===== src/rtl/mri_pkg.sv =====
`timescale 1ns / 1ps
`default_nettype none
// ----------------------------------------------------------------------------
// mri_pkg
// Shared sizes, trained Q4.12 constants and the ReLU/rescale helper for the
// 2-3-1 perceptron forward pass.
// ----------------------------------------------------------------------------
package mri_pkg;

  localparam int DataWidth   = 16;  // features (signed Q8.8); hidden values use ValWidth
  localparam int FracBits    = 8;
  localparam int HiddenNodes = 3;
  localparam int WtWidth     = 16;  // Q4.12 weights and biases
  localparam int WFrac       = 12;
  localparam int AccWidth    = 32;
  localparam int ValWidth    = DataWidth - 1;  // non-negative after ReLU

  localparam logic [ValWidth-1:0] MaxVal = {ValWidth{1'b1}};

  typedef logic signed [WtWidth-1:0]  wt_t;
  typedef logic signed [AccWidth-1:0] acc_t;
  typedef logic [ValWidth-1:0]        val_t;

  // Hidden layer weights; nodes past the third carry zeros.
  function automatic wt_t wt_a(input int idx);
    case (idx)
      0:       wt_a = 16'sd2977;
      1:       wt_a = 16'sd5524;
      2:       wt_a = -16'sd3260;
      default: wt_a = '0;
    endcase
  endfunction

  function automatic wt_t wt_b(input int idx);
    case (idx)
      0:       wt_b = -16'sd132;
      1:       wt_b = -16'sd5942;
      2:       wt_b = 16'sd5135;
      default: wt_b = '0;
    endcase
  endfunction

  function automatic wt_t bias_h(input int idx);
    case (idx)
      0:       bias_h = -16'sd3680;
      1:       bias_h = 16'sd2476;
      2:       bias_h = -16'sd1982;
      default: bias_h = '0;
    endcase
  endfunction

  function automatic wt_t wt_o(input int idx);
    case (idx)
      0:       wt_o = -16'sd2357;
      1:       wt_o = 16'sd2618;
      2:       wt_o = 16'sd7059;
      default: wt_o = '0;
    endcase
  endfunction

  localparam wt_t BiasOut = -16'sd1297;

  // Bias moved to the product format: times 2^FracBits, sign extended.
  function automatic acc_t align_bias(input wt_t b);
    align_bias = {{(AccWidth-WtWidth-FracBits){b[WtWidth-1]}}, b, {FracBits{1'b0}}};
  endfunction

  // ReLU, round half up by WFrac bits, clamp to the positive data range.
  function automatic val_t relu_rescale(input acc_t acc);
    logic [AccWidth:0] rnd;
    logic [AccWidth:0] shr;
    rnd = {1'b0, acc} + (AccWidth+1)'(1 << (WFrac - 1));
    shr = rnd >> WFrac;
    if (acc[AccWidth-1] || (acc == '0)) begin
      relu_rescale = '0;
    end else if (shr > {{(AccWidth+1-ValWidth){1'b0}}, MaxVal}) begin
      relu_rescale = MaxVal;
    end else begin
      relu_rescale = shr[ValWidth-1:0];
    end
  endfunction

endpackage
`default_nettype wire


===== src/rtl/mlp_relu_inference_core.sv =====
`timescale 1ns / 1ps
`default_nettype none
// Throughput: one beat per cycle; the six-stage multiply/add/ReLU pipeline
//   moves as a unit and only halts when the output register holds a beat
//   that is stalled.
// Reset: rst_ni clears all stage valid bits; data registers are not reset.
// ----------------------------------------------------------------------------
// mlp_relu_inference_core
// Fixed-weight 2-3-1 perceptron, ReLU on hidden and output nodes, Q8.8 data.
// ----------------------------------------------------------------------------
module mlp_relu_inference_core (
  input  wire                                       clk_i,
  input  wire                                       rst_ni,
  input  wire                                       in_valid_i,
  output logic                                      in_stall_o,
  input  wire  logic signed [mri_pkg::DataWidth-1:0] feature_a_i,
  input  wire  logic signed [mri_pkg::DataWidth-1:0] feature_b_i,
  output logic                                      out_valid_o,
  input  wire                                       out_stall_i,
  output logic [mri_pkg::ValWidth-1:0]              score_o
);
  import mri_pkg::*;

  // Whole pipeline advances together. The last stage is the output
  // register; while it holds a stalled beat everything upstream holds too,
  // so no beat is dropped or repeated. Bubbles are not squeezed out.
  logic pipe_en;
  logic hid_valid;
  val_t hidden [HiddenNodes];

  assign pipe_en    = !(out_valid_o && out_stall_i);
  assign in_stall_o = !pipe_en;

  // Stages 1-3: hidden layer
  mri_hidden_layer u_hidden (
    .clk_i       (clk_i),
    .rst_ni      (rst_ni),
    .en_i        (pipe_en),
    .valid_i     (in_valid_i),
    .feature_a_i (feature_a_i),
    .feature_b_i (feature_b_i),
    .valid_o     (hid_valid),
    .hidden_o    (hidden)
  );

  // Stages 4-6: output neuron, final stage is the output register
  mri_output_node u_out (
    .clk_i    (clk_i),
    .rst_ni   (rst_ni),
    .en_i     (pipe_en),
    .valid_i  (hid_valid),
    .hidden_i (hidden),
    .valid_o  (out_valid_o),
    .score_o  (score_o)
  );

endmodule
`default_nettype wire


===== src/rtl/mri_hidden_layer.sv =====
`timescale 1ns / 1ps
`default_nettype none
// ----------------------------------------------------------------------------
// mri_hidden_layer
// Three stages: products, sum with bias, ReLU and rescale per hidden node.
// ----------------------------------------------------------------------------
module mri_hidden_layer (
  input  wire                                       clk_i,
  input  wire                                       rst_ni,
  input  wire                                       en_i,
  input  wire                                       valid_i,
  input  wire  logic signed [mri_pkg::DataWidth-1:0] feature_a_i,
  input  wire  logic signed [mri_pkg::DataWidth-1:0] feature_b_i,
  output logic                                      valid_o,
  output mri_pkg::val_t                             hidden_o [mri_pkg::HiddenNodes]
);
  import mri_pkg::*;

  acc_t prod_a_q [HiddenNodes];
  acc_t prod_b_q [HiddenNodes];
  acc_t sum_q    [HiddenNodes];
  val_t hid_q    [HiddenNodes];
  logic [2:0] vld_q;

  // stage 1: weight products
  always_ff @(posedge clk_i) begin
    if (en_i) begin
      for (int i = 0; i < HiddenNodes; i++) begin
        prod_a_q[i] <= AccWidth'(feature_a_i * wt_a(i));
        prod_b_q[i] <= AccWidth'(feature_b_i * wt_b(i));
      end
    end
  end

  // stage 2: sum plus aligned bias; stage 3: ReLU/rescale
  always_ff @(posedge clk_i) begin
    if (en_i) begin
      for (int i = 0; i < HiddenNodes; i++) begin
        sum_q[i] <= prod_a_q[i] + prod_b_q[i] + align_bias(bias_h(i));
        hid_q[i] <= relu_rescale(sum_q[i]);
      end
    end
  end

  always_ff @(posedge clk_i or negedge rst_ni) begin
    if (!rst_ni) begin
      vld_q <= '0;
    end else if (en_i) begin
      vld_q <= {vld_q[1:0], valid_i};
    end
  end

  assign valid_o  = vld_q[2];
  assign hidden_o = hid_q;

endmodule
`default_nettype wire


===== src/rtl/mri_output_node.sv =====
`timescale 1ns / 1ps
`default_nettype none
// ----------------------------------------------------------------------------
// mri_output_node
// Three stages: hidden x output weights, sum with bias, ReLU and rescale.
// ----------------------------------------------------------------------------
module mri_output_node (
  input  wire                  clk_i,
  input  wire                  rst_ni,
  input  wire                  en_i,
  input  wire                  valid_i,
  input  wire  mri_pkg::val_t  hidden_i [mri_pkg::HiddenNodes],
  output logic                 valid_o,
  output mri_pkg::val_t        score_o
);
  import mri_pkg::*;

  acc_t prod_q [HiddenNodes];
  acc_t sum_d;
  acc_t sum_q;
  val_t score_q;
  logic [2:0] vld_q;

  // stage 4: products (hidden value is non-negative, zero extended)
  always_ff @(posedge clk_i) begin
    if (en_i) begin
      for (int i = 0; i < HiddenNodes; i++) begin
        prod_q[i] <= AccWidth'($signed({1'b0, hidden_i[i]}) * wt_o(i));
      end
    end
  end

  always_comb begin
    sum_d = align_bias(BiasOut);
    for (int i = 0; i < HiddenNodes; i++) begin
      sum_d = sum_d + prod_q[i];
    end
  end

  // stage 5: sum; stage 6: ReLU/rescale into the output register
  always_ff @(posedge clk_i) begin
    if (en_i) begin
      sum_q   <= sum_d;
      score_q <= relu_rescale(sum_q);
    end
  end

  always_ff @(posedge clk_i or negedge rst_ni) begin
    if (!rst_ni) begin
      vld_q <= '0;
    end else if (en_i) begin
      vld_q <= {vld_q[1:0], valid_i};
    end
  end

  assign valid_o = vld_q[2];
  assign score_o = score_q;

endmodule
`default_nettype wire


===== config.mk =====
export PLATFORM = sky130hd
export DESIGN_NAME = mlp_relu_inference_core
export DESIGN_NICKNAME = d
export VERILOG_FILES = /design/src/rtl/mri_pkg.sv /design/src/rtl/mlp_relu_inference_core.sv /design/src/rtl/mri_hidden_layer.sv /design/src/rtl/mri_output_node.sv
export SDC_FILE = /design/constraint.sdc
export NUM_CORES = 2
export LEC_CHECK = 0
export ABC_AREA = 1
export BUFFER_PORTS_ARGS = -buffer_cell sky130_fd_sc_hd__buf_2
export CORE_MARGIN = 2
export CORE_UTILIZATION = 60
export DETAILED_ROUTE_END_ITERATION = 7
export PLACE_DENSITY = 0.76
export SETUP_SLACK_MARGIN = 0.3
export SYNTH_ARGS = -nofsm -noshare
export SYNTH_HDL_FRONTEND = slang
export SYNTH_HIERARCHICAL = 1
export SYNTH_SLANG_ARGS = --single-unit
export TNS_END_PERCENT = 20

===== constraint.sdc =====
create_clock -name clk_i -period 14.4 [get_ports clk_i]
set_input_delay 1.44 -clock clk_i [delete_from_list [all_inputs] [get_ports clk_i]]
set_output_delay 1.44 -clock clk_i [all_outputs]
set_load 0.01 [all_outputs]

==> metrics.txt <==
Crit path depth=22; Tcrit/Tclk final=between 40 and 50%; CP Max Fanout=50; maximum clock insertion buffer count=3; Setup-failing EPs final=0; drt wl/cell=between 15 and 20 µm; die area=approximately 120,000 µm²; vias in the first global route=~52k; H-tree levels=2; Layout Skew=between 0.06 and 0.07 ns; reg2reg path depth=21; post-route setup TNS=0 ns; Reg-to-Reg Start=u_hidden/hidden_o[31]; fmax=approximately 150 MHz; mux contribution to synthesized area=0.0497%; count of cell types in the netlist=53; Ys Warns=6; Slew @ Worst Pin=~1.0 ns; core area=between 100,000 and 150,000 µm²; CP endpoint kind=flop; initial antenna violation count=5; Iter 0 DRT Violations=approximately 3.5k; Die Y=~340 µm; post-synthesis sequential area ratio=about a fifth; global-route wire length before repair=around 290,000 µm; CTS Hold Buffers Added=0; prevailing post-synth register cell=edfxtp_1; Async SR Flop Fraction=1.31%; final WL=approximately 180,000 µm; max_slew headroom=30.6%; largest family of logic cells by synthesized area=adder cells; startpoint types=primary input; later-pin clock latency in the skew report=0.68 ns; gr usage total=31.5%; Synth Area in XOR/XNOR=approximately 4.9%; CP Cell Sequence=buf_2 > buf_4 > inv_2 > fa_1 > inv_1 > fa_1 > inv_1 > fa_1 > fa_1 > inv_1 > fa_1 > inv_1 > fa_1 > inv_1 > ha_1 > nand2_1 > nor2_1 > inv_1 > nor3_1 > nand3_1 > nand3_1 > nand2_1; crit path to=u_hidden/prod_b_q[0][31]; fin nets=9,736; RSZ-0062 raised after global routing=false; initial core utilization=60.4%; fraction of the mapped netlist area in adder cells=between 40% and 50%; Synth Instances=approximately 7.6k; Max Slew Vio Count=0; floorplan row count=123; via count=50.7k; reg2reg end=u_out/prod_q[0][29]; dpl hpwl=153,000 µm; Max-Cap Viols=0; fraction of layout cells with a size suffix above 1=under 10%; # DRC=0; r2r setup slk=approximately 8.7 ns; Hold WC Path Type=flop to flop; worst hold path startpoint=u_hidden/prod_b_q[0][64]; status=completed; Slowest cell on crit path=fa_1; CP peak stage delay=0.63 ns; Die W=341 µm; vias per inst=about 5.5; WP data arrival=7.06 ns; gpl congestion=1.01; syn_area_per_cell=between 8 and 9 µm²; Post-Synth Simple-Gate Area=14.2%; CTS clk-pin slew, worst paths=around 0.07 ns; Syn-to-layout area delta=5.81%; 1st-pass router iterations=7; post-cts resize count=0; clock root cell=clkbuf_16; Crit Path Class=primary input to flop; largest net degree at the start of global routing=~170; #FFs+latches synth=approximately 460; CP Data Required Time=between 10 and 15 ns; crit path from=feature_b_i[15]; Tmin final=6.62 ns; Port Buffers=52; CTS tree=built; Netlist Area Pre-Place=~70,000 µm²; Buf+Inv Stages, Crit Path=9; Compound-Gate Fraction of Synth Area=roughly 6%; CP delay by family, top=adder cells; Final ANT Viol Nets=0; syn nets=9,634; CTS sink cnt=roughly 460; number of synthesized flops with an enable pin=around 450; Final Hold Fails=0; cts bufs inserted=53; top-level I/O count=53; grt total ovfl=0; Post CTS Setup Buffer Count=0
[Yosys cell counts, drive strengths merged (68+ instances only)]
cell / n / area [µm²]
a21oi: 375 / 1890
edfxtp: 451 / 13500
fa: 718 / 14400
ha: 1235 / 15500
inv: 1874 / 7030
nand2: 1107 / 4200
nand3: 288 / 1560
nand4: 106 / 663
nor2: 556 / 2420
nor3: 68 / 355
o21ai: 216 / 1080
xnor2: 104 / 911
xor2: 278 / 2440
[per-stage QoR]
step | instance area [µm²] | util [%] | instances | hold slack [ns] | setup slack, ns
floorplan | 68000 | - | 7645 | 0.433 | 5.97
global placement | 70100 | 62.3 | 9192 | 0.461 | 7.10
detailed placement | 70100 | 62.3 | 9192 | 0.478 | 7.08
CTS | 71900 | 63.9 | 9289 | 0.497 | 7.77
global route | 71900 | 63.9 | 9290 | 0.522 | 7.41
finish | 71900 | 63.9 | 9292 | 0.498 | 7.78
[final cells by class]
class                           count  area (µm²)
Clock inverter                     34         490
Antenna cell                        3        7.51
Fill cell                        9629       40600
Sequential cell                   457       13700
Inverter                         1874        7030
Multi-Input combinational cell   5296       47100
Timing Repair Buffer               65         370
Clock buffer                       63        1360
Tap cell                         1500        1880
[state kept, by name, summed over array words and instances (netlist names)]
name	count
u_hidden/hidden_o	45
u_out/prod_q	89
u_hidden/sum_q	94
u_out/vld_q	3
u_hidden/vld_q	3
u_hidden/prod_b_q	90
u_hidden/prod_a_q	86
u_out/score_o	15
u_out/sum_q	32
[worst min path at each step]
stage / to / slack [ns] / cells past startpoint
floorplan: u_hidden/sum_q[0][64] / 0.43 / 0
global placement: u_out/vld_q[0] / 0.46 / 2
detailed placement: u_hidden/sum_q[0][64] / 0.48 / 0
CTS: u_hidden/sum_q[0][64] / 0.50 / 0
global route: u_hidden/sum_q[0][64] / 0.52 / 0
finish: u_hidden/sum_q[0][64] / 0.50 / 0
[layer usage]
layer / up-vias / track usage (%) / part of all wire [%]
met5: - / 0 / 0.017
li1: 24500 / - / -
met4: 6 / 13.3 / 4.7
met1: 24400 / 40.4 / 42
met3: 300 / 4.62 / 5.9
met2: 1464 / 53.1 / 48
[kinds of logic (layout without fill, tap and decap cells)]
logic type / Yosys count / count (layout)
buffers and inverters: 1892 / 2036
and+or+nand+nor: 2201 / 2201
DFF: 457 / 457
adders and majority gates: 1955 / 1955
AOI/OAI and AO/OA: 754 / 754
muxes: 3 / 3
xor gates and xnor gates: 382 / 382
other: 1 / 4
[worst reg2reg max path, stage by stage (launching register included)]
cell and delay [ns]:
edfxtp_1 0.52, inv_1 0.20, fa_1 0.57, inv_1 0.05
fa_1 0.51, inv_1 0.05, fa_1 0.49, fa_1 0.45
fa_1 0.53, inv_1 0.06, fa_1 0.47, inv_1 0.04
ha_1 0.33, a21o_1 0.20, a21oi_1 0.24, nor2_1 0.07
nor2_1 0.20, nor2_1 0.08, nor2_1 0.14, nand2_1 0.06
nand2_1 0.05, nand2_1 0.06
[placed cells by master (no fill, tap or decap), drive strengths merged, types with 12 or more instances in the layout]
cell type	Yosys	final
inv	1874	1880
nor2	556	556
nor4	40	40
nand4	106	106
a21oi	375	375
xor2	278	278
buf	15	65
o21ai	216	216
a21boi	22	22
xnor2	104	104
o21a	12	12
nor3	68	68
nand3	288	288
clkbuf	3	63
ha	1235	1235
or2	18	18
edfxtp	451	451
a31oi	27	27
nand2	1107	1107
fa	718	718
o21bai	44	44
a21o	43	43
Power is left out: the tool's default activity adds up to more than one toggle a clock period on the data nets, which glitch-free logic cannot reach.
